`src/sv/cgk_pkg.sv`:
```
`timescale 1ns / 1ps
`default_nettype none
package cgk_pkg;

    localparam int MAX_DIMS  = 8;
    localparam int DIM_W     = 3;
    localparam int MAT_AW    = 2 * DIM_W;
    localparam int VAL_W     = 32;
    localparam int QDEPTH    = 2;
    localparam int EXP_TERMS = 6;

    localparam logic [23:0] LOG2E_HALF = 24'd12102203;
    localparam logic [31:0] ONE_Q16    = 32'h0001_0000;
    localparam logic [30:0] ONE_Q30    = 31'h4000_0000;
    localparam logic signed [39:0] Q_LIMIT = 40'sh40_0000_0000;
    localparam logic [31:0] PREFACTOR_RESET = 32'h0001_0000;

    typedef enum logic [1:0] {
        FUNC_MATRIX = 2'd0,
        FUNC_CENTRE = 2'd1,
        FUNC_DESC   = 2'd2,
        FUNC_NONE   = 2'd3
    } func_t;

    typedef enum logic [1:0] {
        CFG_PREFACTOR  = 2'd0,
        CFG_IGNORE_EXP = 2'd1,
        CFG_GRAD_DESC  = 2'd2,
        CFG_DIMS       = 2'd3
    } cfg_idx_t;

    localparam logic KIND_KERNEL = 1'b0;
    localparam logic KIND_GRAD   = 1'b1;

    typedef enum logic [1:0] {
        CLS_MATRIX,
        CLS_CENTRE,
        CLS_DESC
    } cls_t;

    typedef struct packed {
        logic [1:0]              func;
        logic [DIM_W-1:0]        row_or_dim;
        logic [DIM_W-1:0]        column;
        logic signed [VAL_W-1:0] value_a;
        logic signed [VAL_W-1:0] value_b;
        logic                    last;
    } in_item_t;

    typedef struct packed {
        logic                    kind;
        logic [DIM_W-1:0]        dim;
        logic signed [VAL_W-1:0] result_value;
        logic                    last_result;
    } out_item_t;

    typedef struct packed {
        cls_t                    cls;
        logic [DIM_W-1:0]        row_or_dim;
        logic [DIM_W-1:0]        column;
        logic signed [VAL_W-1:0] value_a;
        logic signed [VAL_W-1:0] value_b;
        logic                    last;
    } entry_t;

    typedef enum logic [4:0] {
        S_IDLE, S_D_MUL, S_D_WB, S_M_RD, S_M_MUL, S_M_ACC, S_Q_MUL, S_Q_ACC,
        S_K_START, S_Y_HI, S_Y_LO, S_Y_SUM, S_H_MUL, S_H_ACC, S_P_MUL, S_P_SH,
        S_EMIT_K, S_G_MUL1, S_G_T, S_G_MUL2, S_G_EMIT
    } state_t;

    function automatic logic [29:0] exp2_coef(input logic [2:0] idx);
        logic [29:0] c;
        case (idx)
            3'd0:    c = 30'd165394;
            3'd1:    c = 30'd1431680;
            3'd2:    c = 30'd10327388;
            3'd3:    c = 30'd59597083;
            3'd4:    c = 30'd257941248;
            3'd5:    c = 30'd744261118;
            default: c = 30'd0;
        endcase
        return c;
    endfunction

    function automatic logic signed [31:0] sat32(input logic signed [65:0] v);
        logic signed [31:0] r;
        if (v > 66'sh0_7FFF_FFFF) begin
            r = 32'sh7FFF_FFFF;
        end else if (v < -66'sh0_8000_0000) begin
            r = 32'sh8000_0000;
        end else begin
            r = v[31:0];
        end
        return r;
    endfunction

    function automatic logic signed [49:0] rnd16(input logic signed [65:0] p);
        logic signed [65:0] t;
        t = (p + 66'sd32768) >>> 16;
        return t[49:0];
    endfunction

endpackage
`default_nettype wire

```
`src/sv/cgk_front.sv`:
```
`timescale 1ns / 1ps
`default_nettype none
module cgk_front (
    input  logic              aclk,
    input  logic              aresetn,
    input  cgk_pkg::in_item_t s_data,
    input  logic              s_valid,
    output logic              s_ready,
    output cgk_pkg::entry_t   q_data,
    output logic              q_valid,
    input  logic              q_ready
);
    import cgk_pkg::*;

    entry_t     ent_reg [QDEPTH];
    logic       wr_ptr_reg, wr_ptr_next;
    logic       rd_ptr_reg, rd_ptr_next;
    logic [1:0] count_reg, count_next;
    logic       keep;
    entry_t     cls_entry;
    logic       push, pop;

    always_comb begin
        cls_entry.row_or_dim = s_data.row_or_dim;
        cls_entry.column     = s_data.column;
        cls_entry.value_a    = s_data.value_a;
        cls_entry.value_b    = s_data.value_b;
        cls_entry.last       = s_data.last;
        keep                 = 1'b1;
        unique case (s_data.func)
            FUNC_MATRIX: cls_entry.cls = CLS_MATRIX;
            FUNC_CENTRE: cls_entry.cls = CLS_CENTRE;
            FUNC_DESC:   cls_entry.cls = CLS_DESC;
            default: begin
                cls_entry.cls = CLS_DESC;
                keep          = 1'b0;
            end
        endcase
    end

    assign s_ready = (count_reg != 2'(QDEPTH));
    assign push    = s_valid && s_ready && keep;
    assign q_valid = (count_reg != 2'd0);
    assign pop     = q_valid && q_ready;
    assign q_data  = ent_reg[rd_ptr_reg];

    always_comb begin
        wr_ptr_next = push ? ~wr_ptr_reg : wr_ptr_reg;
        rd_ptr_next = pop ? ~rd_ptr_reg : rd_ptr_reg;
        count_next  = count_reg;
        if (push && !pop) begin
            count_next = count_reg + 2'd1;
        end else if (pop && !push) begin
            count_next = count_reg - 2'd1;
        end
    end

    always_ff @(posedge aclk) begin
        if (!aresetn) begin
            wr_ptr_reg <= 1'b0;
            rd_ptr_reg <= 1'b0;
            count_reg  <= 2'd0;
        end else begin
            wr_ptr_reg <= wr_ptr_next;
            rd_ptr_reg <= rd_ptr_next;
            count_reg  <= count_next;
        end
    end

    always_ff @(posedge aclk) begin
        if (push) begin
            ent_reg[wr_ptr_reg] <= cls_entry;
        end
    end

    a_count_range: assert property (@(posedge aclk) disable iff (!aresetn)
        count_reg <= 2'(QDEPTH)) else $error("queue count out of range");
    a_push_grows: assert property (@(posedge aclk) disable iff (!aresetn)
        push && !pop |=> count_reg == $past(count_reg) + 2'd1)
        else $error("push lost");
    a_pop_shrinks: assert property (@(posedge aclk) disable iff (!aresetn)
        pop && !push |=> count_reg == $past(count_reg) - 2'd1)
        else $error("pop lost");

endmodule
`default_nettype wire

```
`config.mk`:
```
export PLATFORM = sky130hd
export DESIGN_NAME = cgk_front
export DESIGN_NICKNAME = d
export VERILOG_FILES = /design/src/sv/cgk_pkg.sv /design/src/sv/cgk_front.sv
export SDC_FILE = /design/constraint.sdc
export NUM_CORES = 1
export LEC_CHECK = 0
export BUFFER_PORTS_ARGS = -buffer_cell sky130_fd_sc_hd__buf_2
export CORE_ASPECT_RATIO = 1.75
export CORE_MARGIN = 3
export CORE_UTILIZATION = 52
export CTS_CLUSTER_DIAMETER = 40
export CTS_CLUSTER_SIZE = 14
export DETAILED_ROUTE_END_ITERATION = 8
export PLACE_DENSITY = 0.79
export SYNTH_ARGS = -nofsm -noshare
export SYNTH_HDL_FRONTEND = slang
export SYNTH_SLANG_ARGS = --single-unit
```
`constraint.sdc`:
```
create_clock -name aclk -period 6.6 [get_ports aclk]
set_clock_uncertainty 0.15 [all_clocks]
set_input_delay 0.33 -clock aclk [delete_from_list [all_inputs] [get_ports aclk]]
set_output_delay 0.33 -clock aclk [all_outputs]
set_load 0.02 [all_outputs]
```
Word level (Yosys, flattened, before mapping). Memories as Yosys holds them, arrays and structs flattened. A register that Yosys moved wholly into a read port is not among the register bits. Cells that the tools add are included.

Memory bits (writable): 146. Word-level logic and storage cells: 30. Output and inout bits: 75. Register bits after elaboration: 4. Memories kept: 1. Bits of input ports: 77.

Bitwise logic cells: 2. Add/subtract/negate cells: 2. Mux-type cells: 8. Reduce and logical (&&, ||, !) cells: 11. Equality and inequality tests: 3.

Memories: ent_reg (depth 2, bits a word 73, rd ports 1, clocked after Yosys merged registers in 1, write ports 1, RTL line cgk_front.sv:15) `entry_t ent_reg [QDEPTH];`.

Operator list (count): logical AND 1 bit (5); two-way mux 1 bit (5); two-way mux 2 bit (2); case mux 2 bit (2 select lines) (1); nonzero test 2 bit (2); OR reduction 3 bit (1); adder 2 x 1 -> 2 bit, second input constant (1); equality test 2 x 1 -> 1 bit, second input constant (1); equality test 2 bit, second input constant (1); logical NOT 1 bit (2); logical NOT 2 bit (1); inequality test 2 bit, second input constant (1); NOT 1 bit (2); subtractor 2 x 1 -> 2 bit, second input constant (1).

Depth between registers and ports, before layout. Gate-level depths: netlist (run 1).

Depth after elaboration: 8. Depth in mapped cells: 6. Depth with buffers taken out: 6.

Least setup slack after synthesis (run 1). Ideal clock, no wire load.

Kind: register to register. From: register count_reg[0]. To: memory ent_reg[0][0] (netlist bit), enable pin. Arrival: 4.142 ns. Cell stages (with the launch flop): 4. Clock period less this slack: 4.805 ns. Data required time: 5.937 ns. Buffers on the path: 0. Library setup time: 0.513 ns. Setup slack: 1.795 ns. Path through: dfxtp_1 > nand2b_1 > and3_1 > nor2b_1.

Cells in the longest elaborated chain, start to end: 5.

RTL lines: start, declared (RTL line cgk_front.sv:18) `logic [1:0] count_reg, count_next;`; start signal, assigned (RTL line cgk_front.sv:66) `count_reg <= count_next;`; inequality test 2 bit (RTL line cgk_front.sv:41) `assign s_ready = (count_reg != 2'(QDEPTH));`; via s_ready (RTL line cgk_front.sv:8) `output logic s_ready,`; logical AND 1 bit (2 in a row) (RTL line cgk_front.sv:42) `assign push = s_valid && s_ready && keep;`; via push (RTL line cgk_front.sv:21) `logic push, pop;`; two-way mux 1 bit (RTL line cgk_front.sv:71) `if (push) begin`; two-way mux 1 bit (implied by the code) (RTL line cgk_front.sv:72) `ent_reg[wr_ptr_reg] <= cls_entry;`; end, declared (RTL line cgk_front.sv:15).

The timed path passes the listed nets, and every way through them passes these cells.

Worst setup path after layout (run 1).
From: input port s_data[72] (netlist bit). To: memory ent_reg[0][29] (netlist bit), enable pin.

Cells in the longest elaborated chain, start to end: 6. Elaborated cells on any way between the ends: 8. Classes of those cells: 2 x eq/ne; 3 x mux; 3 x reduce/logical.

RTL lines: start, declared (RTL line cgk_front.sv:6) `input cgk_pkg::in_item_t s_data,`; equality test 2 x 1 -> 1 bit (tied with other cells) (RTL line cgk_front.sv:30) `unique case (s_data.func)`; OR reduction 3 bit (no source line) *; two-way mux 1 bit * (RTL line cgk_front.sv:30); logical AND 1 bit * (RTL line cgk_front.sv:42); via push (RTL line cgk_front.sv:21); two-way mux 1 bit * (RTL line cgk_front.sv:71); two-way mux 1 bit (implied by the code) * (RTL line cgk_front.sv:72).

The timed path passes the listed nets; every way through them passes the cells marked *.

==> impl_metrics.yaml, run 1 <==
floorplan:
  initial_core_util_pct: 53.5
  floorplan.die.height_um: 142
  io_pins: 152
  core-area_mm2: 0.0103
  floorplan.die.width_um: 83.8
  floorplan.rows: 49
  die_area_mm2: 0.0119
setup_path:
  critical_path.reg2reg.endpoint: "ent_reg[0][29]"
  critPathArrivalTime_ns: 2.76
  worst_r2r_startpoint: "count_reg[0]"
  crit_path_max_delay_family: "buffers and inverters"
  critical-path-max-stage-delay_ns: 0.83
  reg2reg_slack_ns: 3.83
  timing.critical_path.depth: 6
  setup_crit_end_kind: "flop"
  cp-start-kind: "input port"
  crit_required_ns: 6.50
  reg2reg_depth: 4
  path_cells: "dlygate4sd3_1 -> buf_2 -> nand2_1 -> and3_1 -> nor2b_4 -> buf_4"
  setup.worst_path.start: "s_data[72]"
  cp_slowest_cell: "sky130_fd_sc_hd__nor2b_4"
  worstSetupEndpoint: "ent_reg[0][29]"
  timing.critical_path.fanout_max: 39
  worst-setup-path-type: "input port to flop"
  cp.buffers_inverters: 3
logic_synthesis:
  synth_cell_type_count: 20
  synth-async-reset-ratio_pct: 0
  synth_seq_area_share_pct: 81.4
  synth_fp_nets: 332
  post_synth_inst_count: 254
  yosysMostFrequentCell: "sky130_fd_sc_hd__edfxtp_1"
  postSynthRegisterBits: 151
  synthDominantAreaCellType: "sky130_fd_sc_hd__edfxtp_1"
  synth_area_per_cell_um2: 21.7
  netlist.area_leader.share_pct: 79.6
  synth_area_leaders: "sky130_fd_sc_hd__edfxtp_1 (80%), sky130_fd_sc_hd__mux2_2 (15%), sky130_fd_sc_hd__dfxtp_1 (1.8%), sky130_fd_sc_hd__buf_4 (0.95%), sky130_fd_sc_hd__and2_1 (0.45%)"
  synth_top_cells_by_count: "sky130_fd_sc_hd__edfxtp_1 (146), sky130_fd_sc_hd__mux2_2 (73), sky130_fd_sc_hd__buf_4 (7)"
  synthesis.yosys.warnings: 0
  prevailing_post_synth_register_cell: "sky130_fd_sc_hd__edfxtp_1"
  mappedNetlistArea_mm2: 0.00551
  synth-edff-count: 146
final_layout:
  nNetsFinal: 566
  largest_register_ff_count: 146
  multi_input_area_um2: 975
  fillers: 607
  post_route_cells_drive_above_1_share_pct: 51.3
  register_area_mm2: 0.00449
  area_growth_pct: 39.6
sta:
  setup_repair_after_global_routing_missed_its_margin: "no"
  finalCritPeriodShare_pct: 43.4
  drv_slew: 0
  max_slew_margin_pct: 32.7
  achievable-frequency_mhz: 349
  totalNegativeSetupSlack_ns: 0
  period_minus_slack_ns: 2.87
  setup_viol: 0
  tightestPinTransition_ns: 1.01
  finalWorstSetupSlack_ns: 3.73
  hold_viol: 0
clocking:
  cts-htree-levels: 4
  cts_sinks: 151
  cts_tree: "done"
  hold_buffers: 72
  post-cts-setup-buffer-count: 0
  cts_made_buffers: 17
  cts_repair_resize_count: 0
  cts_root_buf: "sky130_fd_sc_hd__clkbuf_16"
  clock_insertion_delay_worst_skew_ns: 0.41
  clock_pin_slew_of_the_registers_on_the_worst_case_setup_and_hold_paths_ns: 0.06
  clockBufferDepth: 2
grt:
  number_of_global_route_vias_before_repair: 3427
  grt.overflow.total: 0
  grt_first_pass_wirelength_um: 17900
  grt_antenna_before_repair: 0
  grt_use_total_pct: 20.3
  grt_max_degree: 74
place:
  globalplace.congestion: 0.712
  dp_hpwl_um: 6570
  preCtsSetupSlack_ns: 3.80
  io_buffer_count: 151
detailed_routing:
  drt_pass1_iterations: 4
  final_antenna_net_count: 0
  post_drt_wl_per_cell_um: 18.9
  detailedRoute.firstIterationViolations: 225
  routed_wl_um: 11900
  routed_via_density: 5.07
  drc: 0
  via_count: 3188
run_status:
  result_of_the_run: "completed"
worst_hold_path:
  timing.hold.worst.class: "input port to flop"
power:
  power.density_cell_area_mw_per_mm2: 383
  vdd.ir_drop.worst_mv: 0.310
  p_leak_nw: 2.91
run:
  drv_cap: 0
[cells in the final DEF (no fill, tap or decap), types with 2 or more instances in the layout]
master and n:
sky130_fd_sc_hd__edfxtp_1 146, sky130_fd_sc_hd__clkinv_1 4, sky130_fd_sc_hd__bufinv_16 3, sky130_fd_sc_hd__mux2_2 73, sky130_fd_sc_hd__dfxtp_1 4, sky130_fd_sc_hd__buf_2 151, sky130_fd_sc_hd__dlygate4sd3_1 72, sky130_fd_sc_hd__and2_1 3
sky130_fd_sc_hd__clkinv_4 2, sky130_fd_sc_hd__xnor2_1 2, sky130_fd_sc_hd__nand2b_1 2, sky130_fd_sc_hd__nand2_1 2, sky130_fd_sc_hd__clkbuf_16 17, sky130_fd_sc_hd__clkinv_2 4
[where the power goes]
| part | total (mW) | internal, mW | switching, mW |
|---|---|---|---|
| logic | 0.712 | 0.319 | 0.394 |
| registers | 1.28 | 1.19 | 0.0951 |
| clock network | 0.947 | 0.588 | 0.360 |
[area by class of cell]
class                           instances  area share, %
Sequential cell                       151           58.3
Antenna cell                            1         0.0325
Multi-Input combinational cell         94           12.7
Timing Repair Buffer                  224           19.3
Clock inverter                         15           2.07
Tap cell                              127           2.07
Clock buffer                           17           5.53
[metal layers]
metal | vias to the layer above | part of all wire, % | track usage [%]
met5 | - | 0 | 0
met2 | 106 | 59 | 38.9
li1 | 1473 | - | -
met1 | 1584 | 35 | 20.4
met3 | 25 | 3.9 | 4.69
met4 | 0 | 2.8 | 9.41
[how the worst min path moves through the flow]
stage / from / to / slack (ns) / cells past startpoint
after floorplan: s_data[0] / ent_reg[0][0] / 0.28 / 0
after global placement: count_reg[1] / count_reg[1] / 0.34 / 2
after detailed placement: wr_ptr_reg / wr_ptr_reg / 0.36 / 2
after CTS: aresetn / flop / 0.04 / 2
after global routing: aresetn / count_reg[0] / 0.06 / 2
final: aresetn / rd_ptr_reg / 0.05 / 2
[through the flow]
stage	hold WS [ns]	std cells	instance area, um^2	util, %	power (mW)
finish	0.0454	629	7690	74.7	2.94
global route	0.0643	628	7690	74.7	3.06
CTS	0.0358	628	7690	74.7	2.95
detailed placement	0.364	524	6380	62.0	1.98
global placement	0.341	524	6380	62.0	1.96
floorplan	0.279	254	5510	-	1.76
[cell families (layout without fill, tap and decap cells)]
group,Yosys count,in the layout,share of synthesized area [%]
other cells,0,1,0
xor+xnor,3,3,0.477
flops,151,151,81.4
mux,74,74,15.1
buf+inv,9,256,1.11
compound gates,3,3,0.318
simple gates,13,13,1.39
fa+ha+maj,1,1,0.227
Power figures use the tool's default switching activity.
==> inputs of run 2 (changes only) <==
==> constraint.sdc (replaced) <==
create_clock -name aclk -period 2.8 [get_ports aclk]
set_clock_uncertainty 0.15 [all_clocks]
set_input_delay 0.14 -clock aclk [delete_from_list [all_inputs] [get_ports aclk]]
set_output_delay 0.14 -clock aclk [all_outputs]
set_load 0.02 [all_outputs]
==> run 2 against run 1 <==
First-iteration DRC count down 20%. Via count shrank 0.94%. Sequential power is 130% higher. Setup slack got worse by 3.2 ns. Critical path depth down 3. Non-clock buffer count is 5 higher. Largest power group unchanged. Highest routed layer unchanged.
==> impl_metrics.yaml, run 2 (synthesized netlist as in run 1, its figures left out) <==
sta:
  setup_repair_after_global_routing_missed_its_margin: "no"
  max_slew_margin_pct: 58.4
  hold_viol: 0
  finalCritPeriodShare_pct: 79.3
  setup_viol: 0
  totalNegativeSetupSlack_ns: 0
  achievable-frequency_mhz: 450
  tightestPinTransition_ns: 0.622
  finalWorstSetupSlack_ns: 0.580
  drv_slew: 0
  period_minus_slack_ns: 2.22
detailed_routing:
  drc: 0
  routed_via_density: 4.99
  routed_wl_um: 11400
  drt_pass1_iterations: 4
  detailedRoute.firstIterationViolations: 181
  via_count: 3158
  post_drt_wl_per_cell_um: 18.1
  final_antenna_net_count: 0
run_status:
  result_of_the_run: "completed"
final_layout:
  nNetsFinal: 571
  layout_common_cells: "sky130_fd_sc_hd__buf_2 (151), sky130_fd_sc_hd__edfxtp_1 (146), sky130_fd_sc_hd__dlygate4sd3_1 (74)"
  diodes: 0
  leading_cell_type_in_the_layout_fill_and_taps_excluded: "sky130_fd_sc_hd__buf_2"
  fin_area_mm2: 0.00781
  fillers: 608
  finalNonFillerCells: 633
  largest_register_ff_count: 146
  multi_input_area_um2: 975
  register_area_mm2: 0.00449
  post_route_cells_drive_above_1_share_pct: 51.2
  area_growth_pct: 41.7
place:
  preCtsSetupSlack_ns: 0.644
  dp_hpwl_um: 6940
  io_buffer_count: 151
  globalplace.congestion: 0.732
  dp.cells: 527
  dpl-instance-area_mm2: 0.00646
setup_path:
  crit_required_ns: 2.51
  critPathArrivalTime_ns: 1.93
  timing.critical_path.fanout_max: 39
  setup_crit_end_kind: "primary output"
  cp-start-kind: "flop"
  worst-setup-path-type: "flop to primary output"
floorplan:
  io_pins: 152
  initial_core_util_pct: 53.5
  floorplan.die.height_um: 142
  core-area_mm2: 0.0103
  floorplan.rows: 49
  floorplan.die.width_um: 83.8
  die_area_mm2: 0.0119
power:
  fin_total_pwr_mw: 7.06
  power.density_cell_area_mw_per_mm2: 904
  power_switching_share_pct: 28.1
  pwr-share-comb_pct: 25.6
  power.internal_mw: 5.07
  p_clk_share_pct: 32.7
  p_leak_nw: 2.95
  vdd.ir_drop.worst_mv: 0.643
  seqPwrFrac_pct: 41.7
  power.switching_mw: 1.98
clocking:
  clockBufferDepth: 2
  cts_repair_resize_count: 0
  cts-htree-levels: 4
  cts_sinks: 151
  cts_made_buffers: 17
  hold_buffers: 74
  post-cts-setup-buffer-count: 0
  clock_pin_slew_of_the_registers_on_the_worst_case_setup_and_hold_paths_ns: 0.06
  clock_insertion_delay_worst_skew_ns: 0.40
  cts_root_buf: "sky130_fd_sc_hd__clkbuf_16"
  cts_tree: "done"
grt:
  number_of_global_route_vias_before_repair: 3416
  grt.overflow.total: 0
  grt_use_total_pct: 19.5
  grt_max_degree: 55
  grt_first_pass_wirelength_um: 17500
  grt_antenna_before_repair: 0
run:
  drv_cap: 0
worst_hold_path:
  timing.hold.worst.class: "input port to flop"
==> run 2: power groups by stage <==
stage	sequential [mW]	clock, mW	combinational [mW]
3_3_place_gp	2.97	0	1.70
2_1_floorplan	2.89	0	1.24
3_5_place_dp	2.99	0	1.72
4_1_cts	2.95	2.34	1.81
6_report	2.94	2.30	1.81
5_1_grt	2.97	2.43	1.92
==> run 2: layer usage <==
metal	GRT usage, %	vias up	wire length [um]
li1	-	1477	-
met1	20.2	1550	4000
met2	36.5	110	6630
met3	5.04	21	470
met4	8.90	0	334
met5	0	-	0
==> run 2: cell type report <==
class / count / share of cell area (%)
Clock buffer: 18 / 5.50
Clock inverter: 14 / 2.31
Multi-Input combinational cell: 94 / 12.5
Sequential cell: 151 / 57.5
Tap cell: 127 / 2.04
Timing Repair Buffer: 229 / 20.2
==> run 2: final timing paths <==
| path | startpoint | endpoint | slack (ns) | cells after the start |
|---|---|---|---|---|
| max reg2reg | count_reg[0] | ent_reg[0][28] | 0.66 | 4 |
| min | s_valid | wr_ptr_reg | 0.04 | 3 |
| max | flop | q_data[28] | 0.58 | 3 |
| min reg2reg | wr_ptr_reg | wr_ptr_reg | 0.38 | 2 |
==> run 2: metrics by stage <==
step	hold WS [ns]	util, %
2_1_floorplan	0.0889	-
3_3_place_gp	0.179	62.7
3_5_place_dp	0.182	62.7
4_1_cts	0.0168	75.8
5_1_grt	0.0612	75.8
6_report	0.0400	75.8
==> run 2: worst max-delay path, stage by stage, from the launching register on <==
cell and delay [ns]:
sky130_fd_sc_hd__dfxtp_4 0.67, sky130_fd_sc_hd__buf_12 0.30, sky130_fd_sc_hd__mux2_2 0.37, sky130_fd_sc_hd__buf_2 0.18
